<file path="src/cwmmd_pkg.sv">
// Package for the change watch min/max decimator.
// Holds the widths, payload types, register and code enums and the job format
// shared by the interfaces and modules. Depends on nothing.
package cwmmd_pkg;

  localparam int unsigned LANES       = 4;
  localparam int unsigned VALUE_WIDTH = 32;
  localparam int unsigned TIME_WIDTH  = 48;

  localparam int unsigned STEP_WIDTH     = 16;
  localparam int unsigned INTERVAL_WIDTH = 24;
  localparam int unsigned LANES_WIDTH    = 3;
  localparam int unsigned OMIT_WIDTH     = 16;
  localparam int unsigned CFG_DATA_WIDTH = 24;
  localparam int unsigned CFG_INDEX_WIDTH = 2;

  localparam int unsigned STEP_RESET     = 1;
  localparam int unsigned INTERVAL_RESET = 1000;
  localparam int unsigned LANES_RESET    = 4;

  // floor(x / 3) = (x * THIRD_RECIP) >> THIRD_SHIFT for x below 2**25.
  localparam int unsigned THIRD_SHIFT = 26;
  localparam logic [THIRD_SHIFT-1:0] THIRD_RECIP =
      THIRD_SHIFT'((64'd1 << THIRD_SHIFT) / 3 + 1);
  localparam int unsigned THIRD_RESET     = INTERVAL_RESET / 3;
  localparam int unsigned TWO_THIRD_RESET = (2 * INTERVAL_RESET) / 3;

  localparam int unsigned QUEUE_DEPTH = 4;
  localparam int unsigned QPTR_WIDTH  = $clog2(QUEUE_DEPTH);
  localparam int unsigned QCNT_WIDTH  = $clog2(QUEUE_DEPTH + 1);

  typedef logic signed [VALUE_WIDTH-1:0] value_t;
  typedef value_t [LANES-1:0] lane_vals_t;
  typedef logic [TIME_WIDTH-1:0] time_t;
  typedef logic [INTERVAL_WIDTH-1:0] interval_t;

  typedef enum logic [CFG_INDEX_WIDTH-1:0] {
    REG_MODE     = 2'd0,
    REG_STEP     = 2'd1,
    REG_INTERVAL = 2'd2,
    REG_LANES    = 2'd3
  } cfg_reg_e;

  typedef enum logic {
    MODE_FIXED = 1'b0,
    MODE_AUTO  = 1'b1
  } mode_e;

  typedef enum logic [1:0] {
    KIND_SAMPLE = 2'd0,
    KIND_MAX    = 2'd1,
    KIND_MIN    = 2'd2,
    KIND_CLOSE  = 2'd3
  } out_kind_e;

  typedef enum logic [1:0] {
    JOB_SAMPLE = 2'd0,
    JOB_SINGLE = 2'd1,
    JOB_TRIPLE = 2'd2
  } job_kind_e;

  typedef struct packed {
    logic [TIME_WIDTH-1:0]  sample_time;
    logic signed [VALUE_WIDTH-1:0] value_a;
    logic signed [VALUE_WIDTH-1:0] value_b;
    logic signed [VALUE_WIDTH-1:0] value_c;
    logic signed [VALUE_WIDTH-1:0] value_d;
  } sample_t;

  typedef struct packed {
    logic [TIME_WIDTH-1:0]  out_time;
    logic [1:0]             out_kind;
    logic signed [VALUE_WIDTH-1:0] out_a;
    logic signed [VALUE_WIDTH-1:0] out_b;
    logic signed [VALUE_WIDTH-1:0] out_c;
    logic signed [VALUE_WIDTH-1:0] out_d;
    logic                   out_last;
  } point_t;

  // One queued emission: the base time and every value set it may need.
  typedef struct packed {
    job_kind_e  kind;
    time_t      base_time;
    lane_vals_t cur;
    lane_vals_t lo;
    lane_vals_t hi;
  } job_t;

  // Time offsets of the pent-up points, derived from the interval register.
  typedef struct packed {
    interval_t third;
    interval_t two_third;
    interval_t full;
  } offsets_t;

endpackage

</file>
<file path="src/cwmmd_if.sv">
// Handshake channel interfaces for samples, result points and register writes.
// Depends on cwmmd_pkg for the payload types.
interface cwmmd_sample_if;
  import cwmmd_pkg::*;

  logic    valid;
  logic    ready;
  sample_t data;

  modport source (output valid, output data, input ready);
  modport sink (input valid, input data, output ready);
endinterface

interface cwmmd_point_if;
  import cwmmd_pkg::*;

  logic   valid;
  logic   ready;
  point_t data;

  modport source (output valid, output data, input ready);
  modport sink (input valid, input data, output ready);
endinterface

interface cwmmd_cfg_if;
  import cwmmd_pkg::*;

  logic                       valid;
  logic                       ready;
  logic [CFG_INDEX_WIDTH-1:0] index;
  logic [CFG_DATA_WIDTH-1:0]  data;

  modport source (output valid, output index, output data, input ready);
  modport sink (input valid, input index, input data, output ready);
endinterface

</file>
<file path="src/cwmmd_front.sv">
// Front end: configuration registers, per-sample classification and all
// decimator state. Pushes one job per emitting sample. Depends on cwmmd_pkg.
module cwmmd_front (
  input  logic                clk_i,
  input  logic                rst_ni,
  cwmmd_sample_if.sink        in_i,
  cwmmd_cfg_if.sink           cfg_i,
  input  logic                q_full_i,
  output logic                q_push_o,
  output cwmmd_pkg::job_t     q_job_o,
  output cwmmd_pkg::offsets_t offs_o
);
  import cwmmd_pkg::*;

  logic                        mode_q;
  logic [STEP_WIDTH-1:0]       step_q;
  interval_t                   ival_q, third_q, two_third_q;
  logic [LANES_WIDTH-1:0]      lanes_q;

  lane_vals_t                  held_q, lo_q, hi_q;
  lane_vals_t                  held_d, lo_d, hi_d;
  logic                        held_valid_q, held_valid_d;
  logic [OMIT_WIDTH-1:0]       omit_q, omit_d;
  time_t                       let_q, let_d;
  logic                        lev_q, lev_d;
  logic [STEP_WIDTH-1:0]       stride_q, stride_d;

  logic [LANES_WIDTH-1:0]      n_eff;
  logic [LANES-1:0]            act;
  lane_vals_t                  v_in, v;
  lane_vals_t                  lo_act, hi_act;
  logic [STEP_WIDTH-1:0]       step_eff;
  logic [STEP_WIDTH:0]         stride_inc;
  logic                        accept, check, changed, same, in_window;
  time_t                       t, t_diff;
  logic                        emit;
  job_t                        job;

  logic [INTERVAL_WIDTH+THIRD_SHIFT-1:0]   third_prod;
  logic [INTERVAL_WIDTH+THIRD_SHIFT:0]     two_third_prod;

  // Configuration port, always ready; thirds of the interval are worked out
  // on the write so the output side only adds.
  assign cfg_i.ready = 1'b1;
  assign third_prod = cfg_i.data[INTERVAL_WIDTH-1:0] * THIRD_RECIP;
  assign two_third_prod = {cfg_i.data[INTERVAL_WIDTH-1:0], 1'b0} * THIRD_RECIP;

  always_ff @(posedge clk_i or negedge rst_ni) begin
    if (!rst_ni) begin
      mode_q      <= MODE_FIXED;
      step_q      <= STEP_WIDTH'(STEP_RESET);
      ival_q      <= INTERVAL_WIDTH'(INTERVAL_RESET);
      third_q     <= INTERVAL_WIDTH'(THIRD_RESET);
      two_third_q <= INTERVAL_WIDTH'(TWO_THIRD_RESET);
      lanes_q     <= LANES_WIDTH'(LANES_RESET);
    end else if (cfg_i.valid) begin
      case (cfg_reg_e'(cfg_i.index))
        REG_MODE: mode_q <= cfg_i.data[0];
        REG_STEP: step_q <= cfg_i.data[STEP_WIDTH-1:0];
        REG_INTERVAL: begin
          ival_q      <= cfg_i.data[INTERVAL_WIDTH-1:0];
          third_q     <= third_prod[THIRD_SHIFT +: INTERVAL_WIDTH];
          two_third_q <= two_third_prod[THIRD_SHIFT +: INTERVAL_WIDTH];
        end
        REG_LANES: lanes_q <= cfg_i.data[LANES_WIDTH-1:0];
        default: ;
      endcase
    end
  end

  assign offs_o = '{third: third_q, two_third: two_third_q, full: ival_q};

  assign in_i.ready = !q_full_i;
  assign accept     = in_i.valid && !q_full_i;

  assign t = in_i.data.sample_time;
  assign v_in[0] = in_i.data.value_a;
  assign v_in[1] = in_i.data.value_b;
  assign v_in[2] = in_i.data.value_c;
  assign v_in[3] = in_i.data.value_d;

  always_comb begin
    if (lanes_q == '0) begin
      n_eff = LANES_WIDTH'(1);
    end else if (lanes_q > LANES_WIDTH'(LANES)) begin
      n_eff = LANES_WIDTH'(LANES);
    end else begin
      n_eff = lanes_q;
    end
    for (int i = 0; i < LANES; i++) begin
      act[i]    = LANES_WIDTH'(i) < n_eff;
      v[i]      = act[i] ? v_in[i] : '0;
      lo_act[i] = act[i] ? lo_q[i] : '0;
      hi_act[i] = act[i] ? hi_q[i] : '0;
    end
  end

  assign step_eff   = (step_q == '0) ? STEP_WIDTH'(1) : step_q;
  assign stride_inc = {1'b0, stride_q} + (STEP_WIDTH+1)'(1);
  assign check      = (stride_q == '0);
  assign t_diff     = t - let_q;
  assign in_window  = lev_q && (t > let_q) &&
                      (t_diff <= TIME_WIDTH'(ival_q));

  always_comb begin
    changed = !held_valid_q;
    same    = 1'b1;
    for (int i = 0; i < LANES; i++) begin
      if (v[i] != held_q[i]) changed = 1'b1;
      if (act[i] && (lo_q[i] != hi_q[i])) same = 1'b0;
    end
  end

  always_comb begin
    held_d       = held_q;
    held_valid_d = held_valid_q;
    lo_d         = lo_q;
    hi_d         = hi_q;
    omit_d       = omit_q;
    let_d        = let_q;
    lev_d        = lev_q;
    stride_d     = stride_q;
    emit         = 1'b0;
    job          = '{kind: JOB_SAMPLE, base_time: t, cur: v, lo: lo_act, hi: hi_act};

    if (accept) begin
      if (mode_q == MODE_FIXED) begin
        stride_d = (stride_inc >= {1'b0, step_eff}) ? '0 : stride_inc[STEP_WIDTH-1:0];
        if (check) begin
          held_d       = v;
          held_valid_d = 1'b1;
          if (changed) begin
            emit   = 1'b1;
            let_d  = t;
            lev_d  = 1'b1;
            omit_d = '0;
          end
        end
      end else begin
        held_d       = v;
        held_valid_d = 1'b1;
        if (in_window) begin
          for (int i = 0; i < LANES; i++) begin
            if (act[i] && (v[i] < lo_q[i])) lo_d[i] = v[i];
            if (act[i] && (v[i] > hi_q[i])) hi_d[i] = v[i];
          end
          if (omit_q != '1) omit_d = omit_q + OMIT_WIDTH'(1);
        end else begin
          emit = 1'b1;
          if (omit_q != '0) begin
            job.base_time = let_q;
            job.kind      = same ? JOB_SINGLE : JOB_TRIPLE;
          end
          lo_d   = v;
          hi_d   = v;
          let_d  = t;
          lev_d  = 1'b1;
          omit_d = '0;
        end
      end
    end
  end

  assign q_push_o = emit;
  assign q_job_o  = job;

  always_ff @(posedge clk_i or negedge rst_ni) begin
    if (!rst_ni) begin
      held_q       <= '0;
      held_valid_q <= 1'b0;
      lo_q         <= '0;
      hi_q         <= '0;
      omit_q       <= '0;
      let_q        <= '0;
      lev_q        <= 1'b0;
      stride_q     <= '0;
    end else begin
      held_q       <= held_d;
      held_valid_q <= held_valid_d;
      lo_q         <= lo_d;
      hi_q         <= hi_d;
      omit_q       <= omit_d;
      let_q        <= let_d;
      lev_q        <= lev_d;
      stride_q     <= stride_d;
    end
  end

endmodule

</file>
<file path="src/cwmmd_queue.sv">
// Short job queue between the front and back ends.
// Depends on cwmmd_pkg for the job type and the queue depth.
module cwmmd_queue (
  input  logic            clk_i,
  input  logic            rst_ni,
  input  logic            push_i,
  input  cwmmd_pkg::job_t job_i,
  output logic            full_o,
  input  logic            pop_i,
  output logic            valid_o,
  output cwmmd_pkg::job_t job_o
);
  import cwmmd_pkg::*;

  job_t                  slot_q [QUEUE_DEPTH];
  logic [QPTR_WIDTH-1:0] wr_q, rd_q;
  logic [QCNT_WIDTH-1:0] cnt_q;
  logic                  do_pop;

  assign full_o  = (cnt_q == QCNT_WIDTH'(QUEUE_DEPTH));
  assign valid_o = (cnt_q != '0);
  assign job_o   = slot_q[rd_q];
  assign do_pop  = pop_i && valid_o;

  always_ff @(posedge clk_i) begin
    if (push_i) slot_q[wr_q] <= job_i;
  end

  always_ff @(posedge clk_i or negedge rst_ni) begin
    if (!rst_ni) begin
      wr_q  <= '0;
      rd_q  <= '0;
      cnt_q <= '0;
    end else begin
      if (push_i) wr_q <= QPTR_WIDTH'((32'(wr_q) + 1) % QUEUE_DEPTH);
      if (do_pop) rd_q <= QPTR_WIDTH'((32'(rd_q) + 1) % QUEUE_DEPTH);
      if (push_i && !do_pop) begin
        cnt_q <= cnt_q + QCNT_WIDTH'(1);
      end else if (!push_i && do_pop) begin
        cnt_q <= cnt_q - QCNT_WIDTH'(1);
      end
    end
  end

endmodule

</file>
<file path="src/cwmmd_back.sv">
// Back end: expands queued jobs into one or three result beats and holds
// them in the output register. Depends on cwmmd_pkg.
module cwmmd_back (
  input  logic                clk_i,
  input  logic                rst_ni,
  input  logic                job_valid_i,
  input  cwmmd_pkg::job_t     job_i,
  input  cwmmd_pkg::offsets_t offs_i,
  output logic                pop_o,
  cwmmd_point_if.source       out_o
);
  import cwmmd_pkg::*;

  logic [1:0]  beat_q, beat_d;
  logic        out_valid_q;
  point_t      out_q, pt;
  logic        load, last_beat;
  lane_vals_t  vals;
  interval_t   offs;

  assign load      = job_valid_i && (!out_valid_q || out_o.ready);
  assign last_beat = (job_i.kind != JOB_TRIPLE) || (beat_q == 2'd2);
  assign pop_o     = load && last_beat;
  assign beat_d    = load ? (last_beat ? 2'd0 : beat_q + 2'd1) : beat_q;

  always_comb begin
    pt.out_last = last_beat;
    case (job_i.kind)
      JOB_SAMPLE: begin
        offs        = '0;
        pt.out_kind = KIND_SAMPLE;
        vals        = job_i.cur;
      end
      JOB_SINGLE: begin
        offs        = offs_i.full;
        pt.out_kind = KIND_MIN;
        vals        = job_i.lo;
      end
      default: begin
        // A burst runs maximum, minimum, then the closing values.
        case (beat_q)
          2'd0: begin
            offs        = offs_i.third;
            pt.out_kind = KIND_MAX;
            vals        = job_i.hi;
          end
          2'd1: begin
            offs        = offs_i.two_third;
            pt.out_kind = KIND_MIN;
            vals        = job_i.lo;
          end
          default: begin
            offs        = offs_i.full;
            pt.out_kind = KIND_CLOSE;
            vals        = job_i.cur;
          end
        endcase
      end
    endcase
    pt.out_time = job_i.base_time + TIME_WIDTH'(offs);
    pt.out_a    = vals[0];
    pt.out_b    = vals[1];
    pt.out_c    = vals[2];
    pt.out_d    = vals[3];
  end

  always_ff @(posedge clk_i) begin
    if (load) out_q <= pt;
  end

  always_ff @(posedge clk_i or negedge rst_ni) begin
    if (!rst_ni) begin
      beat_q      <= '0;
      out_valid_q <= 1'b0;
    end else begin
      beat_q <= beat_d;
      if (load) begin
        out_valid_q <= 1'b1;
      end else if (out_o.ready) begin
        out_valid_q <= 1'b0;
      end
    end
  end

  assign out_o.valid = out_valid_q;
  assign out_o.data  = out_q;

endmodule

</file>
<file path="src/change_watch_min_max_decimator.sv">
// Top level of the change watch min/max decimator.
// Depends on cwmmd_pkg, the channel interfaces, cwmmd_front, cwmmd_queue, cwmmd_back.
//
// The block takes one sample per clock and updates all of its state in the
// cycle a sample is accepted; a sample that emits leaves a job in a four-entry
// queue. The output side turns each job into one result beat per cycle while
// the output is ready, through a registered output stage; a plain emission
// gives one beat and a pent-up min/max burst three. Input stalls only while
// that queue is full, as when bursts or a stalled output back up four jobs.
// Register writes take effect on the next clock; the interval's thirds are
// computed on the write. There is no clearing pass after reset.
module change_watch_min_max_decimator (
  input logic           clk_i,
  input logic           rst_ni,
  cwmmd_sample_if.sink  in_i,
  cwmmd_cfg_if.sink     cfg_i,
  cwmmd_point_if.source out_o
);
  import cwmmd_pkg::*;

  logic     q_push, q_full, q_pop, q_valid;
  job_t     q_wjob, q_rjob;
  offsets_t offs;

  cwmmd_front u_front (
    .clk_i    (clk_i),
    .rst_ni   (rst_ni),
    .in_i     (in_i),
    .cfg_i    (cfg_i),
    .q_full_i (q_full),
    .q_push_o (q_push),
    .q_job_o  (q_wjob),
    .offs_o   (offs)
  );

  cwmmd_queue u_queue (
    .clk_i   (clk_i),
    .rst_ni  (rst_ni),
    .push_i  (q_push),
    .job_i   (q_wjob),
    .full_o  (q_full),
    .pop_i   (q_pop),
    .valid_o (q_valid),
    .job_o   (q_rjob)
  );

  cwmmd_back u_back (
    .clk_i       (clk_i),
    .rst_ni      (rst_ni),
    .job_valid_i (q_valid),
    .job_i       (q_rjob),
    .offs_i      (offs),
    .pop_o       (q_pop),
    .out_o       (out_o)
  );

endmodule
</file>
<file path="src/flat_wrapper.sv">
// flat-port wrapper written by rule: the top's interface ports become plain ports
module change_watch_min_max_decimator_flat import cwmmd_pkg::*;
  (clk_i, rst_ni, in_i_valid, in_i_data, in_i_ready, cfg_i_valid, cfg_i_index, cfg_i_data, cfg_i_ready, out_o_valid, out_o_data, out_o_ready);
  cwmmd_sample_if in_i_i ();
  cwmmd_cfg_if cfg_i_i ();
  cwmmd_point_if out_o_i ();
  input logic clk_i;
  input logic rst_ni;
  input wire logic [$bits(in_i_i.valid)-1:0] in_i_valid;
  input wire logic [$bits(in_i_i.data)-1:0] in_i_data;
  output wire logic [$bits(in_i_i.ready)-1:0] in_i_ready;
  input wire logic [$bits(cfg_i_i.valid)-1:0] cfg_i_valid;
  input wire logic [$bits(cfg_i_i.index)-1:0] cfg_i_index;
  input wire logic [$bits(cfg_i_i.data)-1:0] cfg_i_data;
  output wire logic [$bits(cfg_i_i.ready)-1:0] cfg_i_ready;
  output wire logic [$bits(out_o_i.valid)-1:0] out_o_valid;
  output wire logic [$bits(out_o_i.data)-1:0] out_o_data;
  input wire logic [$bits(out_o_i.ready)-1:0] out_o_ready;
  assign in_i_i.valid = in_i_valid;
  assign in_i_i.data = in_i_data;
  assign in_i_ready = in_i_i.ready;
  assign cfg_i_i.valid = cfg_i_valid;
  assign cfg_i_i.index = cfg_i_index;
  assign cfg_i_i.data = cfg_i_data;
  assign cfg_i_ready = cfg_i_i.ready;
  assign out_o_valid = out_o_i.valid;
  assign out_o_data = out_o_i.data;
  assign out_o_i.ready = out_o_ready;
  change_watch_min_max_decimator u_core (.clk_i(clk_i), .rst_ni(rst_ni), .in_i(in_i_i), .cfg_i(cfg_i_i), .out_o(out_o_i));
endmodule
</file>
<file path="config.mk">
export PLATFORM = sky130hd
export DESIGN_NAME = change_watch_min_max_decimator_flat
export DESIGN_NICKNAME = d
export VERILOG_FILES = /design/src/cwmmd_pkg.sv /design/src/cwmmd_if.sv /design/src/cwmmd_front.sv /design/src/cwmmd_queue.sv /design/src/cwmmd_back.sv /design/src/change_watch_min_max_decimator.sv /design/src/flat_wrapper.sv
export SDC_FILE = /design/constraint.sdc
export NUM_CORES = 2
export LEC_CHECK = 0
export BUFFER_PORTS_ARGS = -buffer_cell sky130_fd_sc_hd__buf_2
export CAP_MARGIN = 10
export CORE_MARGIN = 2
export CORE_UTILIZATION = 38
export CTS_CLUSTER_SIZE = 25
export DETAILED_ROUTE_END_ITERATION = 10
export PLACE_DENSITY = 0.59
export SLEW_MARGIN = 5
export SYNTH_ARGS = -nofsm -noshare
export SYNTH_HDL_FRONTEND = slang
export SYNTH_SLANG_ARGS = --single-unit
</file>
<file path="constraint.sdc">
create_clock -name clk_i -period 17.75 [get_ports clk_i]
set_input_delay 1.775 -clock clk_i [delete_from_list [all_inputs] [get_ports clk_i]]
set_output_delay 1.775 -clock clk_i [all_outputs]
set_load 0.005 [all_outputs]
</file>
==> metrics.cfg <==
[global_route]
grt_max_degree = 194
antenna_found_initial = 67
grt_pass1_wl_mm = 503
grt.overflow.total = 0
gr-usage-all-layers_pct = 20.8
grt_pass1_vias = 74700

[routing]
wl_met1_mm = 148
routed_via_density = 5.48
wl_per_cell_um = 25.6
drt_iter0_markers = 6428
ant_nets = 0
wl_met2_mm = 164
highest_layer = met5
routed-via-count = 73600
wl_mm = 344
drc = 0
dr.pass1.iters = 6
route.met3.wl_mm = 20.0

[logic_synthesis]
synthArstFlopShare_pct = 22.1
netlist_top_cells_area = edfxtp_1, dfrtp_1, mux4_2, ha_1, fa_1
avgSynthCellArea_um2 = 14.0
synth_top_area_share_pct = 47.2
synth.ff_latch_count = 2459
yosysWarnings = 0
syn_nets = 9734
seq_area_frac_synth_pct = 58.4
syn-cell-area_um2 = 122000
yosysUniqueCellTypes = 88
netlist_instances = 8672
synth_area_leader_cell = edfxtp_1
synth_edf_count = 1915
synth_flop_cell = edfxtp_1

[die]
floorplan.initialDensity_pct = 38.2
fp.dieW_um = 570
dieArea_um2 = 325000
pin_count = 389
core_um2 = 318000
fp.dieH_um = 570
rows = 207

[clock_network]
clockBufferDepth = 4
cts_tree = done
post_cts_buffers = 0
hold_buffers = 0
clockRootBuffer = clkbuf_16
clk_latency_ns = 0.93
cts_buffers = 279
numClockSinks = 2459
cts_resized = 0
cts.clk_slew.worst_paths_ns = 0.06
htree_levels = 5

[pwr]
swShare_pct = 39.4
seq_power_share_pct = 33.4
p_total_w = 0.0269
powerDensity_nw_per_um2 = 195
comb_power_share_pct = 44.7
switching_power_w = 0.0106
p_leak_nw = 52.9
pwr-share-clk_pct = 21.9
ir_worst_vdd_uv = 185
intPower_w = 0.0163

[sta]
clock_skew_ns = 0.111
worst_pin_slew_ns = 1.27
hold_violations = 0
worst_slack_ns = 9.08
setup-violations-final = 0
slew_headroom_pct = 15.1
holdWs_ns = 0.460
rsz0062_at_grt = no
min_period_over_period_pct = 48.8
fin_tns_setup_ns = 0
finalCriticalPeriod_ns = 8.67
max_clock_freq_ghz = 0.115
slew_violations = 0

[critical_path]
critPathBufInv = 3
r2r_cells = 26
cp.required_ns = 18.25
crit_cells = 26
crit_type = input pin to flop
r2r_start = u_core.u_front.let_q[1]
critPathMaxStageDelay_ns = 0.91
cp-start-kind = input pin
arrival_ns = 9.17
cp_max_fo = 64
worst_path_max_delay_cell = buf_4
cp-end-kind = flop
path_delay_family = compound AO/OA/AOI/OAI gates
crit_start = in_i_data[129]

[placement]
pre_cts_ws_ns = 8.23
gp_congestion = 0.926
port_buffers = 387
dp_hpwl_mm = 237

[layout]
layout-drive-gt1-share_pct = 17.2
final_common_cell = edfxtp_1
nFillCells = 28400
areaGrowthSynthToFinish_pct = 13.1
nNetsFinal = 10100
final_core_util_pct = 43.3
final_cell_mix = edfxtp_1, inv_1, ha_1, nand2_1, dfrtp_1

[min_path]
hold_depth = 1
hp-class = flop to flop
hold_start = u_core.u_front.held_valid_q

[flow_run]
maxCapViolCount = 0

[outcome]
status = finished clean

[sequential cells by signal (all words and copies together), names as in the netlist, 16 cells and up]
signal,cells
u_core.u_front.two_third_q,24
u_core.u_front.lo_q,128
u_core.u_front.step_q,16
u_core.u_queue.slot_q,1736
u_core.u_front.let_q,48
u_core.u_front.stride_q,16
u_core.u_front.hi_q,128
u_core.u_front.held_q,128
u_core.u_back.out_o.data,179
u_core.u_front.ival_q,24
u_core.u_front.omit_q,16
[worst reg2reg max path: cells and delay by family (launching register included)]
kind,cells,cell delay [ns]
buf+inv,3,1.99
simple gates,9,2.01
xor+xnor,1,0.10
fa+ha+maj,2,0.61
compound gates,11,2.52
flops,1,0.37
[power groups by stage]
stage | combinational [W] | clock, W | sequential, W
2_1_floorplan | 0.00816 | 0 | 0.00909
3_3_place_gp | 0.0119 | 0 | 0.00901
3_5_place_dp | 0.0120 | 0 | 0.00909
4_1_cts | 0.0121 | 0.00601 | 0.00898
5_1_grt | 0.0132 | 0.00623 | 0.00912
6_report | 0.0120 | 0.00588 | 0.00898
[path summary, 6_finish.rpt]
check                                                end  slack [ns]
max reg2reg                u_core.u_queue.slot_q[1][315]        9.70
max                        u_core.u_queue.slot_q[1][315]        9.08
min in group asynchronous        u_core.u_front.let_q[7]        0.91
min                          u_core.u_front.held_valid_q        0.46
max in group asynchronous         u_core.u_front.hi_q[3]       13.80
min reg2reg                  u_core.u_front.held_valid_q        0.46
[metrics by stage]
| step | instance area (um^2) | instances |
|---|---|---|
| final | 138000 | 13400 |
| after global routing | 138000 | 13400 |
| after CTS | 138000 | 13400 |
| after detailed placement | 128000 | 12900 |
| after global placement | 128000 | 12900 |
| after floorplan | 122000 | 8672 |
[cells in the mapped netlist (10+ instances only)]
| library cell | instances |
|---|---|
| edfxtp_1 | 1915 |
| inv_1 | 914 |
| ha_1 | 632 |
| dfrtp_1 | 531 |
| nand2_1 | 531 |
| mux4_2 | 434 |
| clkbuf_1 | 352 |
| nor2_1 | 312 |
| o21ai_0 | 289 |
| fa_1 | 223 |
| xnor2_1 | 211 |
| mux2i_1 | 197 |
| a21oi_1 | 193 |
| mux2_2 | 188 |
| nor2b_1 | 173 |
| a211oi_1 | 161 |
| a31oi_1 | 161 |
| a22oi_1 | 139 |
| nand4_1 | 126 |
| xor2_1 | 109 |
| a21o_1 | 104 |
| and2_1 | 91 |
| nand3_1 | 59 |
| buf_1 | 50 |
| nor3_1 | 50 |
| nor4_1 | 47 |
| buf_2 | 42 |
| o21a_1 | 39 |
| and3_1 | 29 |
| mux2_1 | 27 |
| nand2b_1 | 26 |
| a222oi_1 | 24 |
| o211ai_1 | 21 |
| o32ai_1 | 18 |
| nor4bb_1 | 17 |
| o31ai_1 | 16 |
| o22ai_1 | 14 |
| and4_1 | 13 |
| dfstp_2 | 13 |
| o21bai_1 | 12 |
| a2111oi_0 | 11 |
| or3_1 | 11 |
| o2111ai_1 | 10 |
[area by class of cell]
class	instances	area [um^2]	share of cell area, %
Sequential cell	2459	71100	51.7
Multi-Input combinational cell	4849	45600	33.1
Clock buffer	358	7580	5.51
Tap cell	4180	5230	3.80
Inverter	914	3430	2.49
Timing Repair Buffer	485	2870	2.08
Clock inverter	152	1760	1.28
Antenna cell	32	80.1	0.0582
[cells by family (layout without fill, tap and decap cells)]
| group | Yosys count | count (layout) | synth area share, % |
|---|---|---|---|
| DFF | 2459 | 2459 | 58.4 |
| other | 1 | 33 | 0.00308 |
| xor gates and xnor gates | 320 | 320 | 2.30 |
| adders and majority gates | 855 | 855 | 10.2 |
| AOI/OAI and AO/OA | 1302 | 1302 | 7.07 |
| buffers and inverters | 1364 | 1909 | 4.27 |
| and+or+nand+nor | 1525 | 1525 | 6.13 |
| muxes | 846 | 846 | 11.6 |
[routing by layer]
layer  track usage [%]  up-vias
li1                  -    32800
met1              28.4    38100
met2              34.0     2190
met3              3.14      495
met4              7.20       18
met5                 0        -
Note: power is estimated with default switching activity, not from simulation.
